<file path="src/sv/sgc_pkg.sv">
`timescale 1ns / 1ps
`default_nettype none
// ----------------------------------------------------------------------------
// sgc_pkg
// Shared widths, grid limits, result codes and the controller/datapath
// command and status bundles for the segment grid crossing block.
// ----------------------------------------------------------------------------
package sgc_pkg;

    localparam int FRAC_BITS  = 8;
    localparam int INT_BITS   = 5;
    localparam int GRID_CELLS = 31;
    localparam int COORD_W    = INT_BITS + FRAC_BITS;
    localparam int CNT_W      = INT_BITS;
    localparam int PROD_W     = 2 * COORD_W;
    localparam int DIV_CNT_W  = $clog2(COORD_W + 1);

    localparam logic [CNT_W-1:0]   GRID_TOP = CNT_W'(GRID_CELLS - 1);
    localparam logic [COORD_W:0]   ONE_M1   = (COORD_W + 1)'((1 << FRAC_BITS) - 1);

    // point_kind codes
    localparam logic [1:0] KIND_START  = 2'd0;
    localparam logic [1:0] KIND_XCROSS = 2'd1;
    localparam logic [1:0] KIND_YCROSS = 2'd2;
    localparam logic [1:0] KIND_END    = 2'd3;

    // status codes
    localparam logic [1:0] ST_OK         = 2'd0;
    localparam logic [1:0] ST_VERTICAL   = 2'd1;
    localparam logic [1:0] ST_HORIZONTAL = 2'd2;

    typedef logic [COORD_W-1:0] t_coord;

    // controller -> datapath
    typedef struct packed {
        logic latch_seg;   // capture a new segment
        logic head_emit;   // load start point or error result
        logic axis_load;   // select pass axis, load counter with first line
        logic axis_y;      // axis for axis_load: 0 x pass, 1 y pass
        logic mul0;        // first partial product
        logic mul1;        // second partial product
        logic div_start;   // launch the divider
        logic cross_emit;  // load a crossing point
        logic cnt_inc;     // step to the next grid line
        logic end_emit;    // load the end point
    } t_dp_cmd;

    // datapath -> controller
    typedef struct packed {
        logic vertical;
        logic horiz_err;
        logic x_any;
        logic y_any;
        logic axis_y;
        logic cnt_at_hi;
        logic div_done;
        logic out_free;
    } t_dp_stat;

endpackage
`default_nettype wire

</file>
<file path="src/sv/sgc_div.sv">
`timescale 1ns / 1ps
`default_nettype none
// ----------------------------------------------------------------------------
// sgc_div
// Restoring divider, one quotient bit per cycle. The quotient is known to
// fit COORD_W bits (numerator < den << COORD_W).
// ----------------------------------------------------------------------------
module sgc_div (
    input  wire logic                        i_clk,
    input  wire logic                        i_rst_n,
    input  wire logic                        i_start,
    input  wire logic [sgc_pkg::PROD_W-1:0]  i_num,
    input  wire logic [sgc_pkg::COORD_W-1:0] i_den,
    output logic                             o_done,
    output logic [sgc_pkg::COORD_W-1:0]      o_quot
);
    import sgc_pkg::*;

    logic [COORD_W-1:0]   r_rem, n_rem;
    logic [COORD_W-1:0]   r_q, n_q;
    logic [COORD_W-1:0]   r_den;
    logic [DIV_CNT_W-1:0] r_cnt;
    logic                 r_busy;
    logic                 r_done;
    logic [COORD_W:0]     w_trial;
    logic                 w_fits;

    assign w_trial = {r_rem, r_q[COORD_W-1]};
    assign w_fits  = (w_trial >= {1'b0, r_den});

    always_comb begin
        if (w_fits) begin
            n_rem = COORD_W'(w_trial - {1'b0, r_den});
        end else begin
            n_rem = w_trial[COORD_W-1:0];
        end
        n_q = {r_q[COORD_W-2:0], w_fits};
    end

    always_ff @(posedge i_clk) begin
        if (!i_rst_n) begin
            r_busy <= 1'b0;
            r_done <= 1'b0;
            r_cnt  <= '0;
        end else begin
            if (i_start) begin
                r_busy <= 1'b1;
                r_done <= 1'b0;
                r_cnt  <= DIV_CNT_W'(COORD_W);
            end else if (r_busy) begin
                r_cnt  <= r_cnt - 1'b1;
                r_busy <= (r_cnt != DIV_CNT_W'(1));
                r_done <= (r_cnt == DIV_CNT_W'(1));
            end else begin
                r_done <= 1'b0;
            end
        end
    end

    always_ff @(posedge i_clk) begin
        if (i_start) begin
            r_rem <= i_num[PROD_W-1:COORD_W];
            r_q   <= i_num[COORD_W-1:0];
            r_den <= i_den;
        end else if (r_busy) begin
            r_rem <= n_rem;
            r_q   <= n_q;
        end
    end

    assign o_done = r_done;
    assign o_quot = r_q;

endmodule
`default_nettype wire

</file>
<file path="src/sv/sgc_datapath.sv">
`timescale 1ns / 1ps
`default_nettype none
// ----------------------------------------------------------------------------
// sgc_datapath
// Segment registers, grid range decode, interpolation multiplier and
// divider, grid line counter and the output register.
// ----------------------------------------------------------------------------
module sgc_datapath (
    input  wire logic                        i_clk,
    input  wire logic                        i_rst_n,
    input  wire sgc_pkg::t_dp_cmd            i_cmd,
    output sgc_pkg::t_dp_stat                o_stat,
    input  wire logic [sgc_pkg::COORD_W-1:0] i_start_x,
    input  wire logic [sgc_pkg::COORD_W-1:0] i_start_y,
    input  wire logic [sgc_pkg::COORD_W-1:0] i_end_x,
    input  wire logic [sgc_pkg::COORD_W-1:0] i_end_y,
    input  wire logic                        i_out_stall,
    output logic                             o_out_valid,
    output logic [sgc_pkg::COORD_W-1:0]      o_point_x,
    output logic [sgc_pkg::COORD_W-1:0]      o_point_y,
    output logic [1:0]                       o_point_kind,
    output logic [1:0]                       o_status,
    output logic                             o_last_point
);
    import sgc_pkg::*;

    t_coord r_x1, r_y1, r_x2, r_y2;
    logic [CNT_W-1:0] r_cnt;
    logic             r_axis_y;
    logic [PROD_W-1:0] r_p0, r_p1;

    logic             r_out_valid;
    t_coord           r_px, r_py;
    logic [1:0]       r_kind, r_status;
    logic             r_last;

    logic [COORD_W:0]  w_xsum, w_ysum;
    logic [CNT_W:0]    w_xlo, w_ylo;
    logic [CNT_W-1:0]  w_xhi, w_yhi, w_hi;
    logic              w_vertical, w_horiz_err, w_x_any, w_y_any;
    t_coord            w_t, w_t0, w_t1, w_v0, w_v1, w_den;
    logic              w_div_done;
    t_coord            w_quot;
    logic [PROD_W-1:0] w_num;
    logic              w_out_free;

    // grid line range of each axis: ceil(start) .. min(floor(end), top line)
    assign w_xsum = {1'b0, r_x1} + ONE_M1;
    assign w_ysum = {1'b0, r_y1} + ONE_M1;
    assign w_xlo  = w_xsum[COORD_W:FRAC_BITS];
    assign w_ylo  = w_ysum[COORD_W:FRAC_BITS];
    assign w_xhi  = (r_x2[COORD_W-1:FRAC_BITS] > GRID_TOP) ? GRID_TOP
                                                         : r_x2[COORD_W-1:FRAC_BITS];
    assign w_yhi  = (r_y2[COORD_W-1:FRAC_BITS] > GRID_TOP) ? GRID_TOP
                                                         : r_y2[COORD_W-1:FRAC_BITS];
    assign w_x_any     = (w_xlo <= {1'b0, w_xhi});
    assign w_y_any     = (w_ylo <= {1'b0, w_yhi});
    assign w_vertical  = (r_x1 == r_x2);
    assign w_horiz_err = (r_y1 == r_y2) && w_y_any;
    assign w_hi        = r_axis_y ? w_yhi : w_xhi;

    // interpolation operands: value = (v0*(t1-t) + v1*(t-t0)) / (t1-t0)
    assign w_t  = {r_cnt, {FRAC_BITS{1'b0}}};
    assign w_t0 = r_axis_y ? r_y1 : r_x1;
    assign w_t1 = r_axis_y ? r_y2 : r_x2;
    assign w_v0 = r_axis_y ? r_x1 : r_y1;
    assign w_v1 = r_axis_y ? r_x2 : r_y2;
    assign w_den = w_t1 - w_t0;
    assign w_num = r_p0 + r_p1;

    sgc_div u_div (
        .i_clk   (i_clk),
        .i_rst_n (i_rst_n),
        .i_start (i_cmd.div_start),
        .i_num   (w_num),
        .i_den   (w_den),
        .o_done  (w_div_done),
        .o_quot  (w_quot)
    );

    always_ff @(posedge i_clk) begin
        if (i_cmd.mul0) begin
            r_p0 <= PROD_W'(w_v0) * PROD_W'(w_t1 - w_t);
        end
        if (i_cmd.mul1) begin
            r_p1 <= PROD_W'(w_v1) * PROD_W'(w_t - w_t0);
        end
    end

    always_ff @(posedge i_clk) begin
        if (!i_rst_n) begin
            r_x1     <= '0;
            r_y1     <= '0;
            r_x2     <= '0;
            r_y2     <= '0;
            r_cnt    <= '0;
            r_axis_y <= 1'b0;
        end else begin
            if (i_cmd.latch_seg) begin
                r_x1 <= i_start_x;
                r_y1 <= i_start_y;
                r_x2 <= i_end_x;
                r_y2 <= i_end_y;
            end
            if (i_cmd.axis_load) begin
                r_axis_y <= i_cmd.axis_y;
                r_cnt    <= i_cmd.axis_y ? w_ylo[CNT_W-1:0] : w_xlo[CNT_W-1:0];
            end else if (i_cmd.cnt_inc) begin
                r_cnt <= r_cnt + 1'b1;
            end else if (i_cmd.end_emit) begin
                r_cnt <= '0;
            end
        end
    end

    // output register
    assign w_out_free = !r_out_valid || !i_out_stall;

    always_ff @(posedge i_clk) begin
        if (!i_rst_n) begin
            r_out_valid <= 1'b0;
        end else if (i_cmd.head_emit || i_cmd.cross_emit || i_cmd.end_emit) begin
            r_out_valid <= 1'b1;
        end else if (!i_out_stall) begin
            r_out_valid <= 1'b0;
        end
    end

    always_ff @(posedge i_clk) begin
        if (i_cmd.head_emit) begin
            r_kind <= KIND_START;
            if (w_vertical || w_horiz_err) begin
                r_px     <= '0;
                r_py     <= '0;
                r_status <= w_vertical ? ST_VERTICAL : ST_HORIZONTAL;
                r_last   <= 1'b1;
            end else begin
                r_px     <= r_x1;
                r_py     <= r_y1;
                r_status <= ST_OK;
                r_last   <= 1'b0;
            end
        end else if (i_cmd.cross_emit) begin
            r_status <= ST_OK;
            r_last   <= 1'b0;
            if (r_axis_y) begin
                r_px   <= w_quot;
                r_py   <= w_t;
                r_kind <= KIND_YCROSS;
            end else begin
                r_px   <= w_t;
                r_py   <= w_quot;
                r_kind <= KIND_XCROSS;
            end
        end else if (i_cmd.end_emit) begin
            r_px     <= r_x2;
            r_py     <= r_y2;
            r_kind   <= KIND_END;
            r_status <= ST_OK;
            r_last   <= 1'b1;
        end
    end

    always_comb begin
        o_stat.vertical  = w_vertical;
        o_stat.horiz_err = w_horiz_err;
        o_stat.x_any     = w_x_any;
        o_stat.y_any     = w_y_any;
        o_stat.axis_y    = r_axis_y;
        o_stat.cnt_at_hi = (r_cnt == w_hi);
        o_stat.div_done  = w_div_done;
        o_stat.out_free  = w_out_free;
    end

    assign o_out_valid  = r_out_valid;
    assign o_point_x    = r_px;
    assign o_point_y    = r_py;
    assign o_point_kind = r_kind;
    assign o_status     = r_status;
    assign o_last_point = r_last;

endmodule
`default_nettype wire

</file>
<file path="src/sv/sgc_ctrl.sv">
`timescale 1ns / 1ps
`default_nettype none
// ----------------------------------------------------------------------------
// sgc_ctrl
// Run sequencer: head result, x pass, y pass, end point. Each crossing
// goes through two multiply steps and one divide.
// ----------------------------------------------------------------------------
module sgc_ctrl (
    input  wire logic              i_clk,
    input  wire logic              i_rst_n,
    input  wire logic              i_in_valid,
    output logic                   o_in_stall,
    input  wire sgc_pkg::t_dp_stat i_stat,
    output sgc_pkg::t_dp_cmd       o_cmd
);
    import sgc_pkg::*;

    typedef enum logic [7:0] {
        S_IDLE  = 8'b0000_0001,
        S_HEAD  = 8'b0000_0010,
        S_MUL0  = 8'b0000_0100,
        S_MUL1  = 8'b0000_1000,
        S_DIVS  = 8'b0001_0000,
        S_DIVW  = 8'b0010_0000,
        S_CROSS = 8'b0100_0000,
        S_END   = 8'b1000_0000
    } t_state;

    t_state r_state, n_state;

    always_comb begin
        n_state = r_state;
        o_cmd   = '0;
        unique case (r_state)
            S_IDLE: begin
                if (i_in_valid) begin
                    o_cmd.latch_seg = 1'b1;
                    n_state         = S_HEAD;
                end
            end
            S_HEAD: begin
                if (i_stat.out_free) begin
                    o_cmd.head_emit = 1'b1;
                    if (i_stat.vertical || i_stat.horiz_err) begin
                        n_state = S_IDLE;
                    end else if (i_stat.x_any) begin
                        o_cmd.axis_load = 1'b1;
                        o_cmd.axis_y    = 1'b0;
                        n_state         = S_MUL0;
                    end else if (i_stat.y_any) begin
                        o_cmd.axis_load = 1'b1;
                        o_cmd.axis_y    = 1'b1;
                        n_state         = S_MUL0;
                    end else begin
                        n_state = S_END;
                    end
                end
            end
            S_MUL0: begin
                o_cmd.mul0 = 1'b1;
                n_state    = S_MUL1;
            end
            S_MUL1: begin
                o_cmd.mul1 = 1'b1;
                n_state    = S_DIVS;
            end
            S_DIVS: begin
                o_cmd.div_start = 1'b1;
                n_state         = S_DIVW;
            end
            S_DIVW: begin
                if (i_stat.div_done) begin
                    n_state = S_CROSS;
                end
            end
            S_CROSS: begin
                if (i_stat.out_free) begin
                    o_cmd.cross_emit = 1'b1;
                    if (!i_stat.cnt_at_hi) begin
                        o_cmd.cnt_inc = 1'b1;
                        n_state       = S_MUL0;
                    end else if (!i_stat.axis_y && i_stat.y_any) begin
                        o_cmd.axis_load = 1'b1;
                        o_cmd.axis_y    = 1'b1;
                        n_state         = S_MUL0;
                    end else begin
                        n_state = S_END;
                    end
                end
            end
            S_END: begin
                if (i_stat.out_free) begin
                    o_cmd.end_emit = 1'b1;
                    n_state        = S_IDLE;
                end
            end
            default: begin
                n_state = S_IDLE;
            end
        endcase
    end

    always_ff @(posedge i_clk) begin
        if (!i_rst_n) begin
            r_state <= S_IDLE;
        end else begin
            r_state <= n_state;
        end
    end

    assign o_in_stall = (r_state != S_IDLE);

endmodule
`default_nettype wire

</file>
<file path="src/sv/segment_grid_crossings.sv">
`timescale 1ns / 1ps
`default_nettype none
// ----------------------------------------------------------------------------
// segment_grid_crossings
// Emits the start point, the integer grid line crossings and the end point
// of one line segment given in unsigned Q5.8, or one error result.
// ----------------------------------------------------------------------------
// Usage:
//   Input channel: i_valid / o_stall with i_start_x, i_start_y, i_end_x,
//   i_end_y. A transaction completes when i_valid is high and o_stall low.
//   Output channel: o_valid / i_stall with o_point_x, o_point_y,
//   o_point_kind, o_status, o_last_point. o_last_point flags the final
//   transaction of a segment's run.
//   One segment is in flight at a time: o_stall is high from the cycle after
//   acceptance until the end point (or the single error result) has been
//   loaded into the output register. A new segment can be taken while that
//   last result still waits downstream.
//   The start point is loaded once the output register is free. Each
//   crossing then runs the multiply states MUL0 and MUL1, the divider load,
//   a divide of COORD_W quotient bits, the wait for divider done and the
//   emit state. The end point follows the last crossing. A run's length
//   is set mostly by the one-bit-per-cycle divider.
//   Output stall simply holds the sequencer at its next emit step.
//   Reset (i_rst_n low, synchronous) empties the output register and returns
//   the sequencer to idle; no clearing pass is needed.
// ----------------------------------------------------------------------------
module segment_grid_crossings (
    input  wire logic                        i_clk,
    input  wire logic                        i_rst_n,
    input  wire logic                        i_valid,
    output logic                             o_stall,
    input  wire logic [sgc_pkg::COORD_W-1:0] i_start_x,
    input  wire logic [sgc_pkg::COORD_W-1:0] i_start_y,
    input  wire logic [sgc_pkg::COORD_W-1:0] i_end_x,
    input  wire logic [sgc_pkg::COORD_W-1:0] i_end_y,
    output logic                             o_valid,
    input  wire logic                        i_stall,
    output logic [sgc_pkg::COORD_W-1:0]      o_point_x,
    output logic [sgc_pkg::COORD_W-1:0]      o_point_y,
    output logic [1:0]                       o_point_kind,
    output logic [1:0]                       o_status,
    output logic                             o_last_point
);
    import sgc_pkg::*;

    t_dp_cmd  w_cmd;
    t_dp_stat w_stat;

    // sequencer: walks head, x pass, y pass, end
    sgc_ctrl u_ctrl (
        .i_clk      (i_clk),
        .i_rst_n    (i_rst_n),
        .i_in_valid (i_valid),
        .o_in_stall (o_stall),
        .i_stat     (w_stat),
        .o_cmd      (w_cmd)
    );

    // datapath: segment regs, range decode, interpolation, output register
    sgc_datapath u_dp (
        .i_clk        (i_clk),
        .i_rst_n      (i_rst_n),
        .i_cmd        (w_cmd),
        .o_stat       (w_stat),
        .i_start_x    (i_start_x),
        .i_start_y    (i_start_y),
        .i_end_x      (i_end_x),
        .i_end_y      (i_end_y),
        .i_out_stall  (i_stall),
        .o_out_valid  (o_valid),
        .o_point_x    (o_point_x),
        .o_point_y    (o_point_y),
        .o_point_kind (o_point_kind),
        .o_status     (o_status),
        .o_last_point (o_last_point)
    );

`ifndef NO_ASSERTIONS
    // error results are lone start-kind results that close the run
    a_err_alone: assert property (@(posedge i_clk) disable iff (!i_rst_n)
        o_valid && (o_status != ST_OK) |-> o_last_point && (o_point_kind == KIND_START))
        else $error("error result not marked last");

    // a normal run closes only on its end point
    a_last_is_end: assert property (@(posedge i_clk) disable iff (!i_rst_n)
        o_valid && o_last_point && (o_status == ST_OK) |-> (o_point_kind == KIND_END))
        else $error("last flag on non-end point");

    // x crossings sit exactly on an integer x line
    a_xcross_grid: assert property (@(posedge i_clk) disable iff (!i_rst_n)
        o_valid && (o_point_kind == KIND_XCROSS) |-> (o_point_x[FRAC_BITS-1:0] == '0))
        else $error("x crossing off grid");

    // y crossings sit exactly on an integer y line
    a_ycross_grid: assert property (@(posedge i_clk) disable iff (!i_rst_n)
        o_valid && (o_point_kind == KIND_YCROSS) |-> (o_point_y[FRAC_BITS-1:0] == '0))
        else $error("y crossing off grid");
`endif

endmodule
`default_nettype wire
</file>
<file path="config.mk">
export PLATFORM = sky130hd
export DESIGN_NAME = segment_grid_crossings
export DESIGN_NICKNAME = d
export VERILOG_FILES = /design/src/sv/sgc_pkg.sv /design/src/sv/sgc_div.sv /design/src/sv/sgc_datapath.sv /design/src/sv/sgc_ctrl.sv /design/src/sv/segment_grid_crossings.sv
export SDC_FILE = /design/constraint.sdc
export NUM_CORES = 1
export LEC_CHECK = 0
export BUFFER_PORTS_ARGS = -buffer_cell sky130_fd_sc_hd__buf_2
export CORE_UTILIZATION = 50
export CTS_BUF_LIST = sky130_fd_sc_hd__clkbuf_2 sky130_fd_sc_hd__clkbuf_4 sky130_fd_sc_hd__clkbuf_8
export CTS_CLUSTER_SIZE = 14
export DETAILED_ROUTE_END_ITERATION = 8
export GPL_TIMING_DRIVEN = 1
export HOLD_SLACK_MARGIN = 0.05
export PLACE_DENSITY = 0.76
export REMOVE_ABC_BUFFERS = 1
export SLEW_MARGIN = 5
export SYNTH_ARGS = -nofsm -noshare
export SYNTH_HDL_FRONTEND = slang
export SYNTH_HIERARCHICAL = 1
export SYNTH_SLANG_ARGS = --single-unit
</file>
<file path="constraint.sdc">
create_clock -name i_clk -period 11.8 [get_ports i_clk]
set_input_delay 2.36 -clock i_clk [delete_from_list [all_inputs] [get_ports i_clk]]
set_output_delay 2.36 -clock i_clk [all_outputs]
set_load 0.02 [all_outputs]
</file>
==> impl_metrics.json <==
{
  "finished_cell_area_um2": 26300,
  "area_growth_syn_to_fin_pct": 5.50,
  "io_pins": 89,
  "register_to_register_setup_slack_ns": 2.68,
  "yosys_top_cell_area_share_pct": 21.2,
  "fmax_mhz": 110,
  "min_delay_path_depth": 2,
  "cp_data_arrival_time_ns": 9.38,
  "cts.htree.levels": 4,
  "worst_hold_startpoint": "u_dp/u_div/r_cnt[1]",
  "timing.final.crit_share_pct": 77.3,
  "number_of_global_route_vias_before_repair": 20000,
  "n_fill_cell": 4453,
  "power.static_leakage_nw": 11.7,
  "synth_compound_area_share_pct": 10.8,
  "ys_types": 103,
  "max_cap_viol_count": 0,
  "core-area_um2": 49100,
  "wl_per_cell_um": 21.2,
  "path_common_cell": "sky130_fd_sc_hd__fa_1",
  "timing.critical_path.from_type": "flop",
  "ctsResizeCount": 0,
  "final_layout_size_suffix_gt1_share_pct": 9.50,
  "numPortBuffers": 88,
  "detailedPlacementHpwl_um": 58500,
  "route.detailed.vias_per_inst": 5.84,
  "yosysWarningCount": 6,
  "whs_ns": 0.547,
  "pre_cts_slack_ns": 2.91,
  "fin_setup_tns_ns": 0,
  "post_synth_main_area_contributors": "sky130_fd_sc_hd__fa_1, sky130_fd_sc_hd__edfxtp_1, sky130_fd_sc_hd__ha_1, sky130_fd_sc_hd__dfxtp_1, sky130_fd_sc_hd__inv_1",
  "ys_async_sr_fraction_pct": 0,
  "clkTransAtPathRegs_ns": 0.11,
  "hold_path_end": "u_dp/u_div/r_cnt[1]",
  "globalplace.congestion": 1.09,
  "path_max_fanout": 56,
  "final-hold-violation-count": 0,
  "vias": 19900,
  "grt_pass1_wl_um": 112000,
  "postSynthRegisterBits": 195,
  "synth.mux.area_fraction_pct": 5.82,
  "reg.largest.list": "u_dp/r_p0 (26), u_dp/r_p1 (26)",
  "root_buffer": "sky130_fd_sc_hd__clkbuf_8",
  "cts_tree": "yes",
  "slew_limit_fails": 0,
  "relSlewSlack_pct": 7.55,
  "mostFrequentLayoutCell": "sky130_fd_sc_hd__inv_1",
  "cts_setup_buffers": 0,
  "tritoncts.num_buffers": 17,
  "final.min_clock_period_ns": 9.12,
  "detailed_place.area_um2": 25900,
  "final_critical_path_setup_slack_ns": 2.68,
  "gr-total-overflow": 0,
  "detail-route-antenna-nets": 0,
  "clk_latency_ns": 0.54,
  "synth_area_um2": 25000,
  "postCtsHoldBufs": 0,
  "mostFrequentLayoutCells": "sky130_fd_sc_hd__inv_1, sky130_fd_sc_hd__nor2_1, sky130_fd_sc_hd__ha_1",
  "post-route-drc-count": 0,
  "drt_pass1_iterations": 8,
  "number_of_antenna_violations_at_the_first_check_in_global_routing": 1,
  "ys.flop_type": "sky130_fd_sc_hd__edfxtp_1",
  "transition_time_at_the_pin_with_the_least_slew_margin_ns": 1.38,
  "timing.setup.critical_path_class": "flop to flop",
  "critical_path_buf_inv_count": 4,
  "cp_slowest_cell": "sky130_fd_sc_hd__dfxtp_4",
  "ys_seq_area_share_pct": 20.5,
  "r2r_end": "u_dp/r_p1[25]",
  "finalClockSkew_ns": 0.0250,
  "synth-simple-area-share_pct": 14.7,
  "track_usage_pct": 29.0,
  "synth_adder_area_share_pct": 34.5,
  "synth_edf_count": 120,
  "synthCells": 2692,
  "status": "complete, no violations",
  "die_area_um2": 50800,
  "ctsLongestPathBuffers": 2,
  "ff2ff_path_depth": 25,
  "grt_start_max_net_pins": 60,
  "holdCritPathClass": "flop to flop",
  "worst-endpoint-required_ns": 12.06,
  "power_density_nw_per_um2": 270,
  "r2r_start": "u_dp/r_axis_y",
  "synthXorXnorAreaFrac_pct": 5.43,
  "setup.worst_path.end_class": "flop",
  "drtIter0Drc": 1812,
  "dominant_combinational_cell_family_by_area_after_synthesis": "adder cells",
  "die_x_um": 225,
  "chipHeight_um": 225,
  "clock_sink_count": 195,
  "rows": 81,
  "initial_core_util_pct": 50.9,
  "routed_wl_um": 72000,
  "finalSetupViolations": 0,
  "rsz_0062_raised_after_global_routing": "no",
  "critical-path-max-stage-delay_ns": 0.84,
  "path_delay_family": "adder cells",
  "vdd_drop_max_uv": 603,
  "syn_avg_cell_area_um2": 9.27,
  "synth_largest_area_cell": "sky130_fd_sc_hd__fa_1",
  "count_of_nets_after_finishing": 3310
}
## cell families after synthesis
group	after synthesis
AO/OA/AOI/OAI	388
multiplexers	140
buffers and inverters	511
flip-flops	195
AND/OR/NAND/NOR	774
adder cells (fa/ha/maj)	530
XOR/XNOR	154
## worst register-to-register path, stage by stage, from the launching register on
cell	delay [ns]
sky130_fd_sc_hd__dfxtp_4	0.84
sky130_fd_sc_hd__buf_4	0.70
sky130_fd_sc_hd__mux2i_1	0.26
sky130_fd_sc_hd__ha_1	0.41
sky130_fd_sc_hd__nand2_1	0.07
sky130_fd_sc_hd__a21oi_1	0.23
sky130_fd_sc_hd__nor2_1	0.12
sky130_fd_sc_hd__xnor2_1	0.83
sky130_fd_sc_hd__nand2_1	0.17
sky130_fd_sc_hd__fa_1	0.46
sky130_fd_sc_hd__fa_1	0.47
sky130_fd_sc_hd__fa_1	0.55
sky130_fd_sc_hd__inv_1	0.05
sky130_fd_sc_hd__fa_1	0.45
sky130_fd_sc_hd__fa_1	0.50
sky130_fd_sc_hd__inv_1	0.05
sky130_fd_sc_hd__fa_1	0.47
sky130_fd_sc_hd__inv_1	0.04
sky130_fd_sc_hd__ha_1	0.35
sky130_fd_sc_hd__a2111oi_0	0.55
sky130_fd_sc_hd__a21boi_0	0.33
sky130_fd_sc_hd__o31ai_1	0.15
sky130_fd_sc_hd__a31o_2	0.28
sky130_fd_sc_hd__a41o_1	0.25
sky130_fd_sc_hd__a21oi_1	0.18
sky130_fd_sc_hd__xnor2_1	0.09
## cell usage after synthesis, types with 14 or more instances
cell type	instances
sky130_fd_sc_hd__edfxtp_1	120
sky130_fd_sc_hd__a21o_1	23
sky130_fd_sc_hd__inv_1	396
sky130_fd_sc_hd__ha_1	266
sky130_fd_sc_hd__o21a_1	14
sky130_fd_sc_hd__buf_2	21
sky130_fd_sc_hd__nand3_1	22
sky130_fd_sc_hd__a31oi_1	16
sky130_fd_sc_hd__o2bb2ai_1	20
sky130_fd_sc_hd__mux2i_1	106
sky130_fd_sc_hd__xnor2_1	108
sky130_fd_sc_hd__mux2_2	31
sky130_fd_sc_hd__and2_1	32
sky130_fd_sc_hd__nor2_1	272
sky130_fd_sc_hd__xor2_1	45
sky130_fd_sc_hd__a211oi_1	16
sky130_fd_sc_hd__o21ai_0	59
sky130_fd_sc_hd__nand2b_1	33
sky130_fd_sc_hd__nor3_1	35
sky130_fd_sc_hd__nand2_1	241
sky130_fd_sc_hd__a21oi_1	112
sky130_fd_sc_hd__nor2b_1	42
sky130_fd_sc_hd__clkbuf_1	58
sky130_fd_sc_hd__fa_1	264
sky130_fd_sc_hd__dfxtp_1	75
## layer usage
layer  vias up  GRT usage [%]  wire [um]
met5         -              0          0
met2       863           46.3      33100
met4         0           13.8       3480
met3       176           5.06       5950
li1       8978              -          -
met1      9842           38.2      29500
## metrics by stage
stage / total power (W) / std cells / utilization (%)
after global routing: 0.00778 / 3402 / 53.7
after global placement: 0.00644 / 3369 / 52.9
after CTS: 0.00712 / 3401 / 53.7
after floorplan: 0.00493 / 2584 / -
final: 0.00711 / 3402 / 53.7
after detailed placement: 0.00662 / 3369 / 52.9
## report_power, final
| group | internal, W | leakage [nW] | switching, W |
|---|---|---|---|
| Sequential | 0.000985 | 1.71 | 0.000124 |
| Clock | 0.000162 | 0.200 | 0.000276 |
| Combinational | 0.00224 | 9.83 | 0.00332 |
## area by class of cell
type | count | area (um^2) | area share (%)
clock buffer | 18 | 248 | 0.941
tap | 664 | 831 | 3.16
sequential | 195 | 5110 | 19.4
antenna | 1 | 2.50 | 0.00950
timing repair buffer | 121 | 688 | 2.61
multi-input combinational | 1986 | 17800 | 67.6
inverter | 403 | 1510 | 5.75
clock inverter | 14 | 138 | 0.523
## worst max path at each step
stage          slack, ns       endpoint  cells past startpoint     startpoint
3_3_place_gp        3.15  u_dp/r_p0[25]                     25  u_dp/r_axis_y
4_1_cts             2.84  u_dp/r_p1[25]                     25  u_dp/r_axis_y
5_1_grt             2.24  u_dp/r_p1[25]                     25  u_dp/r_axis_y
6_report            2.68  u_dp/r_p1[25]                     25  u_dp/r_axis_y
3_5_place_dp        2.91  u_dp/r_p1[25]                     25  u_dp/r_axis_y
2_1_floorplan       1.25  u_dp/r_p1[25]                     26  u_dp/r_axis_y
No activity file was read; power rests on OpenSTA's default activity.
